--- config.mk ---
export PLATFORM = sky130hd
export DESIGN_NAME = priority_bitmap_task_scheduler_flat
export DESIGN_NICKNAME = d
export VERILOG_FILES = /design/src/sv/pbts_pkg.sv /design/src/sv/pbts_req_if.sv /design/src/sv/pbts_rsp_if.sv /design/src/sv/pbts_cell.sv /design/src/sv/priority_bitmap_task_scheduler.sv /design/src/flat_wrapper.sv
export SDC_FILE = /design/constraint.sdc
export NUM_CORES = 2
export LEC_CHECK = 0
export ABC_CLOCK_PERIOD_IN_PS = 19100
export BUFFER_PORTS_ARGS = -buffer_cell sky130_fd_sc_hd__buf_2
export CAP_MARGIN = 15
export CORE_UTILIZATION = 70
export DETAILED_ROUTE_END_ITERATION = 10
export GPL_TIMING_DRIVEN = 0
export MAX_ROUTING_LAYER = met4
export PLACE_DENSITY = 0.87
export RECOVER_POWER = 25
export SYNTH_ARGS = -nofsm -noshare
export SYNTH_HDL_FRONTEND = slang
export SYNTH_HIERARCHICAL = 1
export SYNTH_SLANG_ARGS = --single-unit
--- constraint.sdc ---
create_clock -name clk -period 19.1 [get_ports clk]
set_clock_uncertainty 0.15 [all_clocks]
set_input_delay 0.955 -clock clk [delete_from_list [all_inputs] [get_ports clk]]
set_output_delay 0.955 -clock clk [all_outputs]
set_load 0.05 [all_outputs]
--- src/sv/pbts_pkg.sv ---
`timescale 1ns / 1ps
// ----------------------------------------------------------------------------
// pbts_pkg
// Shared types and constants of the priority bitmap task scheduler: function
// and status codes, the command word broadcast to the task cells, the search
// token that walks the cell chain and the status each cell reports back.
// ----------------------------------------------------------------------------
package pbts_pkg;

	// widest values any legal parameter setting needs
	localparam int ID_W    = 6;
	localparam int PRIO_W  = 6;
	localparam int AGE_W   = 6;
	localparam int DLY_W   = 32;
	localparam int SLICE_W = 8;
	localparam int LOCK_W  = 8;

	localparam logic [SLICE_W-1:0] SLICE_RESET = 8'd10;
	localparam logic [LOCK_W-1:0]  LOCK_MAX    = 8'd255;

	// kernel function codes of an input word
	typedef enum logic [2:0] {
		FN_CREATE  = 3'd0,
		FN_TICK    = 3'd1,
		FN_DELAY   = 3'd2,
		FN_SUSPEND = 3'd3,
		FN_RESUME  = 3'd4,
		FN_LOCK    = 3'd5,
		FN_UNLOCK  = 3'd6,
		FN_NOP     = 3'd7
	} func_t;

	// result status codes
	typedef enum logic [1:0] {
		ST_OK        = 2'd0,
		ST_LOCKED    = 2'd1,
		ST_NONE_RDY  = 2'd2,
		ST_NO_SCHED  = 2'd3
	} status_t;

	// operation broadcast to every cell
	typedef enum logic [2:0] {
		CMD_NONE    = 3'd0,
		CMD_CREATE  = 3'd1,
		CMD_SWEEP   = 3'd2,
		CMD_ROT     = 3'd3,
		CMD_DELAY   = 3'd4,
		CMD_SUSPEND = 3'd5,
		CMD_RESUME  = 3'd6
	} cmd_kind_t;

	typedef struct packed {
		cmd_kind_t            kind;
		logic [ID_W-1:0]      id;
		logic [PRIO_W-1:0]    prio;
		logic [DLY_W-1:0]     dly;
		logic [SLICE_W-1:0]   slice_len;
	} cmd_t;

	// best ready task seen so far along the chain
	typedef struct packed {
		logic                 found;
		logic [PRIO_W-1:0]    prio;
		logic [AGE_W-1:0]     age;
		logic [ID_W-1:0]      id;
	} tok_t;

	// what a cell did with the current command
	typedef struct packed {
		logic                 enq;
		logic                 deq;
		logic                 hit;
		logic [AGE_W-1:0]     age;
	} cell_stat_t;

endpackage

--- src/sv/pbts_req_if.sv ---
`timescale 1ns / 1ps
// ----------------------------------------------------------------------------
// pbts_req_if
// Request channel: one kernel call per word, valid/ready handshake.
// ----------------------------------------------------------------------------
interface pbts_req_if;
	logic        valid;
	logic        ready;
	logic [2:0]  func;
	logic [3:0]  task_id;
	logic [4:0]  priority_req;
	logic [15:0] delay_ticks;

	modport source (output valid, func, task_id, priority_req, delay_ticks, input ready);
	modport sink   (input valid, func, task_id, priority_req, delay_ticks, output ready);
endinterface

--- src/sv/pbts_rsp_if.sv ---
`timescale 1ns / 1ps
// ----------------------------------------------------------------------------
// pbts_rsp_if
// Result channel: one scheduling result per call, valid/ready handshake.
// ----------------------------------------------------------------------------
interface pbts_rsp_if;
	logic       valid;
	logic       ready;
	logic [3:0] next_task;
	logic       switch_request;
	logic [3:0] current_task;
	logic [1:0] status;

	modport source (output valid, next_task, switch_request, current_task, status,
		input ready);
	modport sink   (input valid, next_task, switch_request, current_task, status,
		output ready);
endinterface

--- src/sv/pbts_cell.sv ---
`timescale 1ns / 1ps
// ----------------------------------------------------------------------------
// pbts_cell
// One task slot. Holds the task's marks, priority, delay and slice counts and
// its queue age (rank among ready tasks, 0 is the newest). Passes the tick
// sweep token and the best-ready search token on to the next cell.
// ----------------------------------------------------------------------------
module pbts_cell #(
	parameter int CELL_ID    = 0,
	parameter int PRIO_BITS  = 5,
	parameter int AGE_BITS   = 4,
	parameter int DELAY_BITS = 16
) (
	input  logic                  clk,
	input  logic                  arst_n,
	input  pbts_pkg::cmd_t        cmd,
	input  logic                  sweep_in,
	output logic                  sweep_q,
	input  logic                  bump,
	input  logic                  deq_any,
	input  logic [AGE_BITS-1:0]   deq_age,
	input  pbts_pkg::tok_t        tok_in,
	output pbts_pkg::tok_t        tok_q,
	output pbts_pkg::cell_stat_t  stat
);

	logic                          created_q, delayed_q, susp_q;
	logic [PRIO_BITS-1:0]          prio_q;
	logic [DELAY_BITS-1:0]         delay_q;
	logic [pbts_pkg::SLICE_W-1:0]  slice_q;
	logic [AGE_BITS-1:0]           age_q;

	logic                          n_created, n_delayed, n_susp;
	logic [PRIO_BITS-1:0]          n_prio;
	logic [DELAY_BITS-1:0]         n_delay;
	logic [pbts_pkg::SLICE_W-1:0]  n_slice;
	logic [AGE_BITS-1:0]           n_age;
	logic                          enq, deq, hit_eff, dec;
	logic                          rdy, hit, better;

	assign rdy = created_q & ~delayed_q & ~susp_q;
	assign hit = (cmd.id == pbts_pkg::ID_W'(CELL_ID));
	assign dec = deq_any && (age_q > deq_age);

	// command decode and next state
	always_comb begin
		n_created = created_q;
		n_delayed = delayed_q;
		n_susp    = susp_q;
		n_prio    = prio_q;
		n_delay   = delay_q;
		n_slice   = slice_q;
		enq       = 1'b0;
		deq       = 1'b0;
		hit_eff   = 1'b0;
		unique case (cmd.kind)
			pbts_pkg::CMD_CREATE: begin
				if (hit && !created_q) begin
					n_created = 1'b1;
					n_delayed = 1'b0;
					n_susp    = 1'b0;
					n_delay   = '0;
					n_prio    = cmd.prio[PRIO_BITS-1:0];
					n_slice   = cmd.slice_len;
					enq       = 1'b1;
				end
			end
			pbts_pkg::CMD_SWEEP: begin
				if (sweep_in && created_q && delayed_q && !susp_q) begin
					if (delay_q != '0) begin
						n_delay = delay_q - 1'b1;
					end else begin
						n_delayed = 1'b0;
						enq       = 1'b1;
					end
				end
			end
			pbts_pkg::CMD_ROT: begin
				if (hit) begin
					if (slice_q <= 8'd1) begin
						n_slice = cmd.slice_len;
						if (rdy) begin
							deq = 1'b1;
							enq = 1'b1;
						end
					end else begin
						n_slice = slice_q - 1'b1;
					end
				end
			end
			pbts_pkg::CMD_DELAY: begin
				if (hit) begin
					deq       = rdy;
					n_delay   = cmd.dly[DELAY_BITS-1:0];
					n_delayed = 1'b1;
				end
			end
			pbts_pkg::CMD_SUSPEND: begin
				if (hit && created_q && !susp_q) begin
					hit_eff = 1'b1;
					deq     = rdy;
					n_susp  = 1'b1;
				end
			end
			pbts_pkg::CMD_RESUME: begin
				if (hit && created_q && susp_q) begin
					n_susp = 1'b0;
					enq    = !delayed_q;
				end
			end
			default: begin
			end
		endcase
		// queue order: newest is 0, others shift on enqueue and removal
		if (enq) begin
			n_age = '0;
		end else if (rdy && !deq) begin
			n_age = age_q + AGE_BITS'(bump) - AGE_BITS'(dec);
		end else begin
			n_age = age_q;
		end
	end

	assign stat.enq = enq;
	assign stat.deq = deq;
	assign stat.hit = hit_eff;
	assign stat.age = pbts_pkg::AGE_W'(age_q);

	// lower priority number wins, then the oldest entry
	assign better = rdy && (!tok_in.found ||
		(pbts_pkg::PRIO_W'(prio_q) < tok_in.prio) ||
		((pbts_pkg::PRIO_W'(prio_q) == tok_in.prio) &&
		 (pbts_pkg::AGE_W'(age_q) > tok_in.age)));

	// marks, sweep token and search token
	always_ff @(posedge clk or negedge arst_n) begin
		if (!arst_n) begin
			created_q <= 1'b0;
			delayed_q <= 1'b0;
			susp_q    <= 1'b0;
			sweep_q   <= 1'b0;
			tok_q     <= '0;
		end else begin
			created_q <= n_created;
			delayed_q <= n_delayed;
			susp_q    <= n_susp;
			sweep_q   <= sweep_in;
			if (better) begin
				tok_q.found <= 1'b1;
				tok_q.prio  <= pbts_pkg::PRIO_W'(prio_q);
				tok_q.age   <= pbts_pkg::AGE_W'(age_q);
				tok_q.id    <= pbts_pkg::ID_W'(CELL_ID);
			end else begin
				tok_q <= tok_in;
			end
		end
	end

	// task payload
	always_ff @(posedge clk) begin
		prio_q  <= n_prio;
		delay_q <= n_delay;
		slice_q <= n_slice;
		age_q   <= n_age;
	end

endmodule

--- src/sv/priority_bitmap_task_scheduler.sv ---
`timescale 1ns / 1ps
// ----------------------------------------------------------------------------
// priority_bitmap_task_scheduler
// Task scheduler with one FIFO ready queue per priority and round robin
// inside a priority, built as a chain of per-task cells.
// ----------------------------------------------------------------------------
// One call is handled at a time and gives one result word. Create, suspend,
// resume and delay run in S_EXEC; when they end in a schedule step a search
// token walks the NUM_TASKS cells in S_SEARCH and the result is set in S_PICK.
// Lock, unlock and calls that schedule nothing finish without a search.
// A tick first passes a sweep token through all cells, one task per cycle,
// then runs the slice rotation in S_ROT and then the search. A new call
// is taken once the previous result word has been taken.
module priority_bitmap_task_scheduler #(
	parameter int NUM_TASKS  = 16,
	parameter int NUM_PRIO   = 32,
	parameter int DELAY_BITS = 16
) (
	input  logic                            clk,
	input  logic                            arst_n,
	pbts_req_if.sink                        req,
	pbts_rsp_if.source                      rsp,
	input  logic                            cfg_wr_en,
	input  logic [pbts_pkg::SLICE_W-1:0]    cfg_wr_data
);

	localparam int TW = $clog2(NUM_TASKS);
	localparam int PW = $clog2(NUM_PRIO);
	localparam logic [32:0] DLY_MAX = 33'((64'(1) << DELAY_BITS) - 64'(1));

	typedef enum logic [2:0] {
		S_IDLE, S_EXEC, S_SWEEP, S_ROT, S_SEARCH, S_PICK, S_WAIT
	} state_t;

	state_t                           state_q;
	logic [TW-1:0]                    cnt_q;
	pbts_pkg::func_t                  fn_q;
	logic [pbts_pkg::ID_W-1:0]        id_q;
	logic                             id_ok_q;
	logic [PW-1:0]                    prio_q;
	logic [DELAY_BITS-1:0]            dly_q;
	logic [pbts_pkg::SLICE_W-1:0]     slice_len_q;
	logic [pbts_pkg::LOCK_W-1:0]      lock_q;
	logic [TW-1:0]                    running_q;
	logic                             running_valid_q;
	logic [3:0]                       nx_q, cur_q;
	logic                             sw_q;
	pbts_pkg::status_t                status_q;

	pbts_pkg::cmd_t                   cmd;
	pbts_pkg::cell_stat_t             stat [NUM_TASKS];
	pbts_pkg::tok_t                   tok  [NUM_TASKS];
	logic [NUM_TASKS-1:0]             sweep_vec;
	logic [NUM_TASKS-1:0]             enq_vec;
	logic                             bump, deq_any, hit_any;
	logic [TW-1:0]                    deq_age;
	logic [pbts_pkg::AGE_W-1:0]       deq_age_w;
	logic                             sweep_start;
	logic                             sched_exec;
	pbts_pkg::tok_t                   best;
	logic [32:0]                      dly_in;

	assign dly_in = 33'(req.delay_ticks);
	assign best   = tok[NUM_TASKS-1];

	// slice length register
	always_ff @(posedge clk or negedge arst_n) begin
		if (!arst_n) begin
			slice_len_q <= pbts_pkg::SLICE_RESET;
		end else if (cfg_wr_en) begin
			slice_len_q <= cfg_wr_data;
		end
	end

	// command broadcast to the cells
	always_comb begin
		cmd           = '0;
		cmd.kind      = pbts_pkg::CMD_NONE;
		cmd.id        = id_q;
		cmd.prio      = pbts_pkg::PRIO_W'(prio_q);
		cmd.dly       = pbts_pkg::DLY_W'(dly_q);
		cmd.slice_len = slice_len_q;
		unique case (state_q)
			S_EXEC: begin
				unique case (fn_q)
					pbts_pkg::FN_CREATE:  if (id_ok_q) cmd.kind = pbts_pkg::CMD_CREATE;
					pbts_pkg::FN_SUSPEND: if (id_ok_q) cmd.kind = pbts_pkg::CMD_SUSPEND;
					pbts_pkg::FN_RESUME:  if (id_ok_q) cmd.kind = pbts_pkg::CMD_RESUME;
					pbts_pkg::FN_DELAY: begin
						if (running_valid_q) begin
							cmd.kind = pbts_pkg::CMD_DELAY;
							cmd.id   = pbts_pkg::ID_W'(running_q);
						end
					end
					default: begin
					end
				endcase
			end
			S_SWEEP: cmd.kind = pbts_pkg::CMD_SWEEP;
			S_ROT: begin
				if (running_valid_q) begin
					cmd.kind = pbts_pkg::CMD_ROT;
					cmd.id   = pbts_pkg::ID_W'(running_q);
				end
			end
			default: begin
			end
		endcase
	end

	assign sweep_start = (state_q == S_SWEEP) && (cnt_q == '0);

	// cell chain
	for (genvar i = 0; i < NUM_TASKS; i++) begin : g_cell
		pbts_pkg::tok_t tok_prev;
		logic           sweep_prev;
		if (i == 0) begin : g_first
			assign tok_prev   = '0;
			assign sweep_prev = sweep_start;
		end else begin : g_next
			assign tok_prev   = tok[i-1];
			assign sweep_prev = sweep_vec[i-1];
		end
		pbts_cell #(
			.CELL_ID    (i),
			.PRIO_BITS  (PW),
			.AGE_BITS   (TW),
			.DELAY_BITS (DELAY_BITS)
		) u_cell (
			.clk      (clk),
			.arst_n   (arst_n),
			.cmd      (cmd),
			.sweep_in (sweep_prev),
			.sweep_q  (sweep_vec[i]),
			.bump     (bump),
			.deq_any  (deq_any),
			.deq_age  (deq_age),
			.tok_in   (tok_prev),
			.tok_q    (tok[i]),
			.stat     (stat[i])
		);
		assign enq_vec[i] = stat[i].enq;
	end

	// gather cell status
	always_comb begin
		deq_any   = 1'b0;
		hit_any   = 1'b0;
		deq_age_w = '0;
		for (int i = 0; i < NUM_TASKS; i++) begin
			deq_any   = deq_any | stat[i].deq;
			hit_any   = hit_any | stat[i].hit;
			deq_age_w = deq_age_w | (stat[i].age & {pbts_pkg::AGE_W{stat[i].deq}});
		end
	end

	assign bump    = |enq_vec;
	assign deq_age = deq_age_w[TW-1:0];

	// does the single-step call end in a schedule step
	assign sched_exec = (fn_q == pbts_pkg::FN_DELAY) ||
		((fn_q == pbts_pkg::FN_SUSPEND) && hit_any && running_valid_q &&
		 (pbts_pkg::ID_W'(running_q) == id_q));

	assign req.ready          = (state_q == S_IDLE);
	assign rsp.valid          = (state_q == S_WAIT);
	assign rsp.next_task      = nx_q;
	assign rsp.switch_request = sw_q;
	assign rsp.current_task   = cur_q;
	assign rsp.status         = status_q;

	// call sequencer
	always_ff @(posedge clk or negedge arst_n) begin
		if (!arst_n) begin
			state_q         <= S_IDLE;
			cnt_q           <= '0;
			fn_q            <= pbts_pkg::FN_NOP;
			id_q            <= '0;
			id_ok_q         <= 1'b0;
			prio_q          <= '0;
			dly_q           <= '0;
			lock_q          <= '0;
			running_q       <= '0;
			running_valid_q <= 1'b0;
			nx_q            <= '0;
			cur_q           <= '0;
			sw_q            <= 1'b0;
			status_q        <= pbts_pkg::ST_NO_SCHED;
		end else begin
			unique case (state_q)
				S_IDLE: begin
					if (req.valid) begin
						fn_q     <= pbts_pkg::func_t'(req.func);
						id_q     <= pbts_pkg::ID_W'(req.task_id);
						id_ok_q  <= (32'(req.task_id) < NUM_TASKS);
						prio_q   <= (32'(req.priority_req) >= NUM_PRIO) ?
							PW'(NUM_PRIO - 1) : PW'(req.priority_req);
						dly_q    <= (dly_in > DLY_MAX) ? DELAY_BITS'(DLY_MAX) :
							DELAY_BITS'(dly_in);
						cnt_q    <= '0;
						nx_q     <= '0;
						sw_q     <= 1'b0;
						cur_q    <= 4'(running_q);
						status_q <= pbts_pkg::ST_NO_SCHED;
						unique case (pbts_pkg::func_t'(req.func))
							pbts_pkg::FN_TICK: state_q <= S_SWEEP;
							pbts_pkg::FN_CREATE, pbts_pkg::FN_DELAY,
							pbts_pkg::FN_SUSPEND, pbts_pkg::FN_RESUME: state_q <= S_EXEC;
							pbts_pkg::FN_LOCK: begin
								if (lock_q != pbts_pkg::LOCK_MAX) lock_q <= lock_q + 1'b1;
								state_q <= S_WAIT;
							end
							pbts_pkg::FN_UNLOCK: begin
								if (lock_q != '0) lock_q <= lock_q - 1'b1;
								state_q <= S_WAIT;
							end
							default: state_q <= S_WAIT;
						endcase
					end
				end
				S_EXEC: begin
					if (!sched_exec) begin
						state_q <= S_WAIT;
					end else if (lock_q != '0) begin
						status_q <= pbts_pkg::ST_LOCKED;
						state_q  <= S_WAIT;
					end else begin
						cnt_q   <= '0;
						state_q <= S_SEARCH;
					end
				end
				S_SWEEP: begin
					cnt_q <= cnt_q + 1'b1;
					if (cnt_q == TW'(NUM_TASKS - 1)) state_q <= S_ROT;
				end
				S_ROT: begin
					cnt_q <= '0;
					if (lock_q != '0) begin
						status_q <= pbts_pkg::ST_LOCKED;
						state_q  <= S_WAIT;
					end else begin
						state_q <= S_SEARCH;
					end
				end
				S_SEARCH: begin
					cnt_q <= cnt_q + 1'b1;
					if (cnt_q == TW'(NUM_TASKS - 1)) state_q <= S_PICK;
				end
				S_PICK: begin
					if (!best.found) begin
						status_q <= pbts_pkg::ST_NONE_RDY;
					end else begin
						status_q        <= pbts_pkg::ST_OK;
						nx_q            <= 4'(best.id);
						sw_q            <= !running_valid_q ||
							(best.id != pbts_pkg::ID_W'(running_q));
						running_q       <= TW'(best.id);
						running_valid_q <= 1'b1;
						cur_q           <= 4'(best.id);
					end
					state_q <= S_WAIT;
				end
				S_WAIT: begin
					if (rsp.ready) state_q <= S_IDLE;
				end
				default: state_q <= S_IDLE;
			endcase
		end
	end

	// a call is never taken while a result word is on offer
	a_no_overlap: assert property (@(posedge clk) disable iff (!arst_n)
		!(req.ready && rsp.valid)) else $error("call taken while result pending");

	// a switch comes only from a successful schedule step
	a_switch_ok: assert property (@(posedge clk) disable iff (!arst_n)
		(rsp.valid && rsp.switch_request) |-> (rsp.status == pbts_pkg::ST_OK))
		else $error("switch without ok status");

	// at most one task enters a queue per cycle
	a_one_enq: assert property (@(posedge clk) disable iff (!arst_n)
		$onehot0(enq_vec)) else $error("several tasks enqueued at once");

	// a found head leaves a valid running task
	a_pick_runs: assert property (@(posedge clk) disable iff (!arst_n)
		(state_q == S_PICK && best.found) |=> running_valid_q)
		else $error("pick left no running task");

endmodule

--- src/flat_wrapper.sv ---
// flat-port wrapper written by rule: the top's interface ports become plain ports
module priority_bitmap_task_scheduler_flat 
#(
	parameter int NUM_TASKS  = 16,
	parameter int NUM_PRIO   = 32,
	parameter int DELAY_BITS = 16
)
  (clk, arst_n, cfg_wr_en, cfg_wr_data, req_valid, req_func, req_task_id, req_priority_req, req_delay_ticks, req_ready, rsp_valid, rsp_next_task, rsp_switch_request, rsp_current_task, rsp_status, rsp_ready);
  pbts_req_if req_i ();
  pbts_rsp_if rsp_i ();
  input  logic clk;
  input  logic arst_n;
  input  logic cfg_wr_en;
  input  logic [pbts_pkg::SLICE_W-1:0] cfg_wr_data;
  input wire logic [$bits(req_i.valid)-1:0] req_valid;
  input wire logic [$bits(req_i.func)-1:0] req_func;
  input wire logic [$bits(req_i.task_id)-1:0] req_task_id;
  input wire logic [$bits(req_i.priority_req)-1:0] req_priority_req;
  input wire logic [$bits(req_i.delay_ticks)-1:0] req_delay_ticks;
  output wire logic [$bits(req_i.ready)-1:0] req_ready;
  output wire logic [$bits(rsp_i.valid)-1:0] rsp_valid;
  output wire logic [$bits(rsp_i.next_task)-1:0] rsp_next_task;
  output wire logic [$bits(rsp_i.switch_request)-1:0] rsp_switch_request;
  output wire logic [$bits(rsp_i.current_task)-1:0] rsp_current_task;
  output wire logic [$bits(rsp_i.status)-1:0] rsp_status;
  input wire logic [$bits(rsp_i.ready)-1:0] rsp_ready;
  assign req_i.valid = req_valid;
  assign req_i.func = req_func;
  assign req_i.task_id = req_task_id;
  assign req_i.priority_req = req_priority_req;
  assign req_i.delay_ticks = req_delay_ticks;
  assign req_ready = req_i.ready;
  assign rsp_valid = rsp_i.valid;
  assign rsp_next_task = rsp_i.next_task;
  assign rsp_switch_request = rsp_i.switch_request;
  assign rsp_current_task = rsp_i.current_task;
  assign rsp_status = rsp_i.status;
  assign rsp_i.ready = rsp_ready;
  priority_bitmap_task_scheduler #(.NUM_TASKS(NUM_TASKS), .NUM_PRIO(NUM_PRIO), .DELAY_BITS(DELAY_BITS)) u_core (.clk(clk), .arst_n(arst_n), .req(req_i), .rsp(rsp_i), .cfg_wr_en(cfg_wr_en), .cfg_wr_data(cfg_wr_data));
endmodule
After elaboration in Yosys (flattened, before gate mapping):

Cells that the tools add are included.

* add/sub/neg operators: 67
* magnitude comparators: 63
* $mul: 0
* shift-type cells: 0
* equality and inequality tests: 192
* muxes and demuxes: 533
* reductions and logical operators: 409
* div/mod/pow operators: 0
* bitwise gates (word level): 125

Operators with widths (count)
* 16-bit two-way mux: 65
* 16-bit one-hot mux with 3 select lines: 16
* 8-bit two-way mux: 51
* 19-bit two-way mux: 16
* 1-bit two-way mux: 275
* 8-bit one-hot mux with 2 select lines: 17
* 2-bit inequality test, second input constant: 132
* 16-bit nonzero test: 16
* 16-bit by 1-bit subtractor with 16-bit output, second input constant: 16
* 1-bit logical AND: 178
* 5-bit AND reduction: 33
* 1-bit one-hot mux with 3 select lines: 48
* 8-bit by 1-bit subtractor with 8-bit output, second input constant: 17
* 8-bit by 1-bit less-or-equal comparator with 1-bit output, second input constant: 16
* 5-bit by 6-bit == test with 1-bit output: 15
* 4-bit by 6-bit > comparator with 1-bit output: 15
* 5-bit by 6-bit less-than comparator with 1-bit output: 15
* 1-bit zero test: 80
* 4-bit AND reduction: 18
* 4-bit by 1-bit adder with 4-bit output: 16
* 4-bit AND: 16
* 4-bit > comparator: 16
* 1-bit one-hot mux with 4 select lines: 16
* 4-bit by 1-bit subtractor with 4-bit output: 16
* other kinds (46): 270

* output and inout port bits: 13
* bits in writable memories: 0
* bits in read-only memories: 0
* register bits: 951
* memories: 0
* bits in latches: 0

Logic depth before layout (Yosys ltp):

* word-level depth: 29
* mapped depth: 29
* depth with buffers taken out: 27

By module:

Netlist, hierarchy kept.

By module, submodules not included
* pbts_cell at u_core.g_cell[10].u_cell ...: times used 3, sequential area each 1526.5 µm², cells an instance 307, area an instance 3234.4 µm²
* pbts_cell at u_core.g_cell[1].u_cell ...: times used 3, sequential area each 1526.5 µm², cells an instance 306, area an instance 3215.6 µm²
* pbts_cell at u_core.g_cell[13].u_cell ...: times used 2, sequential area each 1526.5 µm², cells an instance 309, area an instance 3263.1 µm²
* priority_bitmap_task_scheduler: times used 1, sequential area each 1710.4 µm², cells an instance 403, area an instance 3849.9 µm²
* pbts_cell at u_core.g_cell[0].u_cell: times used 1, sequential area each 1526.5 µm², cells an instance 309, area an instance 3335.7 µm²
* pbts_cell at u_core.g_cell[9].u_cell: times used 1, sequential area each 1526.5 µm², cells an instance 317, area an instance 3294.4 µm²
* pbts_cell at u_core.g_cell[15].u_cell: times used 1, sequential area each 1526.5 µm², cells an instance 307, area an instance 3256.9 µm²
* pbts_cell at u_core.g_cell[11].u_cell: times used 1, sequential area each 1526.5 µm², cells an instance 310, area an instance 3236.9 µm²
* pbts_cell at u_core.g_cell[3].u_cell: times used 1, sequential area each 1526.5 µm², cells an instance 307, area an instance 3231.8 µm²
* pbts_cell at u_core.g_cell[12].u_cell: times used 1, sequential area each 1526.5 µm², cells an instance 315, area an instance 3220.6 µm²
* pbts_cell at u_core.g_cell[7].u_cell: times used 1, sequential area each 1526.5 µm², cells an instance 304, area an instance 3188.1 µm²
* pbts_cell at u_core.g_cell[8].u_cell: times used 1, sequential area each 1526.5 µm², cells an instance 312, area an instance 3188.1 µm²

Worst setup path before layout:

OpenSTA, ideal clock, no wires.

* path kind: register to register
* start point: reg u_core.state_q[1]
* end point: reg u_core.g_cell[0].u_cell.age_q[3]
* buffers on the path: 3
* arrival time: 7409 ps
* cell stages (with the launch flop): 29
* setup slack: 11474 ps
* cell sequence: dfrtp_1 > buf_2 > clkbuf_1 > nor4b_1 > a21oi_1 > nor2_1 > nand3b_1 > nor4b_4 > a21oi_1 > nor4_1 > buf_4 > a22o_1 > a221oi_1 > nand4_1 > inv_1 > ha_1 > nor2b_1 > o21ai_0 > nand2b_1 > a21oi_1 > nor2_1 > ha_1 > inv_1 > ha_1 > a21o_1 > a21oi_1 > xnor2_1 > or3_1 > a21oi_2

RTL lines
* from (decl): RTL line priority_bitmap_task_scheduler.sv:35 `state_t state_q;`
* from (signal assigned): RTL line priority_bitmap_task_scheduler.sv:175 `state_q <= S_IDLE;`
* from (signal assigned): RTL line priority_bitmap_task_scheduler.sv:206 `pbts_pkg::FN_TICK: state_q <= S_SWEEP;`
* from (signal assigned): RTL line priority_bitmap_task_scheduler.sv:208 `pbts_pkg::FN_SUSPEND, pbts_pkg::FN_RESUME: state_q <= S_EXEC;`
* to (signal assigned): RTL line pbts_cell.sv:164 `age_q <= n_age;`
* to (decl): RTL line pbts_cell.sv:31 `logic [AGE_BITS-1:0] age_q;`

==> reports/results.ini <==
[run_status]
status = finished with violations
violations = capacitance limit, slew limit

[power]
sequentialPowerShare_pct = 43.4
power_frac_comb_pct = 28.5
power_density_nw_per_um2 = 118
internal_power_w = 0.00459
p_sw_share_pct = 35.6
finalPower_w = 0.00712
ir_worst_vdd_uv = 91.3
clockPowerShare_pct = 28.1
p_switching_w = 0.00254
leakage_nw = 24.2

[clock_network]
clock_latency_ns = 0.69
postCtsHoldBufs = 0
post_cts_buffers = 0
htree_levels = 3
clock_sinks = 951
clk_pin_slew_ns = 0.06
cts_resized = 0
cts_buffers = 99
cts_tree = done
clk_path_buf_depth = 3
cts_root_buf = clkbuf_16

[placed_design]
dp_hpwl_mm = 95.9
dp_cells = 6460
finalWeightedCongestion = 0.966
port_buffers = 52

[worst_setup_path]
critPathCaptureType = asynchronous set/reset pin
worstSetupPathType = in2async
reg2reg_depth = 28
path_cells = clkbuf_1, clkbuf_1
required_ns = 18.13
cp_top_family = buffers and inverters
reg2reg_slack_ns = 11.63
crit_slowest_cell = clkbuf_1
r2r-start = u_core/state_q[1]
slowest_delay_ns = 4.76
start_kind = primary input
reg2reg_to = u_core/g_cell[6].u_cell/age_q[3]
path_max_fanout = 128
cp.arrival_ns = 9.04
path_buf_inv = 2
critPathMostFrequentCell = clkbuf_1

[synth]
yosys_warnings = 6
synth_area_sq_um = 54900
synth.avg_cell_area_sq_um = 10.4
synthCells = 5268

[min_path]
hp-class = reg2reg
hold_end = u_core/g_cell[1].u_cell/sweep_q
whs_path_depth = 0
hold_path.startpoint = u_core/g_cell[0].u_cell/sweep_q

[sta]
worst_slew_pin_slew_ns = 6.52
setup_viol_count_final = 0
slew_viol_final = 299
rsz0062_at_grt = false
timing.final.crit_period_ns = 10.01
maxSlewHeadroom_pct = -335
fin_tns_setup_ns = 0
fmax_mhz = 99.9
hold_viol = 0
finalCritPeriodShare_pct = 52.4

[detailed_routing]
viasPerCell = 6.32
vias = 42125
drt_iter0_drc = 4578
first_pass_iters = 7
drt-met1-wl_mm = 52.1
wl_mm = 141
wl_met2_mm = 68.5
detail-route-antenna-nets = 0
drc_errors = 0
routed-wl-met3_mm = 12.8
top_layer_used = met4
wl_per_cell_um = 21.2

[final_layout]
fin_util_pct = 78.1
nets = 5922
drive_gt1_share_pct = 13.1
final_cells = 6665
fill_cells = 4711
area_delta_synth_final_pct = 10.3

[global_routing]
grt_first_pass_wirelength_mm = 219
antenna_found_initial = 5
first_global_vias = 41770
track_usage_pct = 36.4
grt_overflow_total = 0
grt_max_degree = 131

[flow_run]
cap_violations = 3

[floorplan]
die_x_um = 282
top_level_ports = 54
dieArea_sq_um = 79600
rows = 102
core_sq_um = 77600
initial_utilization_pct = 70.8
die_y_um = 282

==> final cells by class <==
type	instances	area (sq um)	share of cell area, %
diodes	4	10.0	0.0165
plain buffers	196	1080	1.78
clock buffers	148	2910	4.80
clock inverters	40	475	0.785
inverters	398	1490	2.47
multi-input cells	3793	26800	44.2
flip-flops and latches	951	25800	42.6
well taps	1040	1300	2.15
repair buffers	95	716	1.18
==> worst max path at each step <==
| stage | start | depth (start not counted) | endpoint | slack, ns |
|---|---|---|---|---|
| CTS | u_core/state_q[1] | 28 | u_core/g_cell[11].u_cell/age_q[3] | 11.86 |
| detailed placement | u_core/state_q[1] | 28 | u_core/g_cell[0].u_cell/age_q[3] | 11.94 |
| global placement | u_core/state_q[1] | 27 | u_core/g_cell[0].u_cell/age_q[3] | 8.14 |
| global route | arst_n | 2 | u_core/g_cell[7].u_cell/tok_q[9] | 7.02 |
| floorplan | u_core/state_q[1] | 28 | u_core/g_cell[0].u_cell/age_q[3] | 11.47 |
| finish | arst_n | 2 | u_core/g_cell[7].u_cell/tok_q[8] | 9.09 |
==> cells in the final DEF, fill, tap and decap left out, types with 23 or more instances in the layout <==
master	instances
nand4b_1	34
nor3_1	117
or4_4	31
a21oi_1	265
conb_1	71
buf_4	69
nor2_1	389
or3_1	54
edfxtp_1	464
ha_1	330
a211oi_1	33
and3_1	30
nand2b_1	100
o21ai_0	273
clkbuf_1	135
xnor2_1	209
mux2_2	138
clkbuf_16	104
o21ai_1	39
a22o_1	25
nor3b_1	47
buf_2	76
xor2_1	132
inv_1	395
nand4_1	76
nor2b_1	91
or2_2	52
nor4_1	68
dfrtp_1	416
a21o_1	56
and2_1	99
mux2i_1	64
dfxtp_1	64
nand3b_1	23
nand3_1	42
nand2_1	462
==> per-layer routing <==
metal	GRT usage, %	vias up
met5	-	-
met4	19.2	0
met3	6.70	503
met2	59.5	2128
met1	42.9	20313
li1	-	19181
==> metrics by stage <==
step | setup WS (ns) | hold slack (ns) | cell area [sq um]
2_1_floorplan | 11.47 | 0.197 | 55200
3_3_place_gp | 8.14 | 0.217 | 56800
6_report | 9.09 | 0.238 | 60600
4_1_cts | 11.86 | 0.110 | 60600
5_1_grt | 7.02 | 0.239 | 60600
3_5_place_dp | 11.94 | 0.221 | 57200
==> flip-flops by register name, summed over array words and instances, names as in the netlist, 5 cells and up <==
name and cells:
u_core/g_cell.u_cell/tok_q 292, u_core/g_cell.u_cell/delay_q 256, u_core/g_cell.u_cell/slice_q 128, u_core/g_cell.u_cell/prio_q 80, u_core/g_cell.u_cell/age_q 64, u_core/dly_q 16, u_core/g_cell.u_cell/created_q 16, u_core/g_cell.u_cell/delayed_q 16
u_core/g_cell.u_cell/susp_q 16, u_core/g_cell.u_cell/sweep_q 15, u_core/lock_q 8, u_core/slice_len_q 8, u_core/prio_q 5
==> power groups by stage <==
stage	clock network (W)	registers, W	logic [W]
after CTS	0.00202	0.00307	0.00199
after detailed placement	0	0.00310	0.00195
after floorplan	0	0.00290	0.00141
final	0.00200	0.00309	0.00203
after global routing	0.00211	0.00312	0.00222
after global placement	0	0.00308	0.00183
No activity file was read; power rests on OpenSTA's default activity.
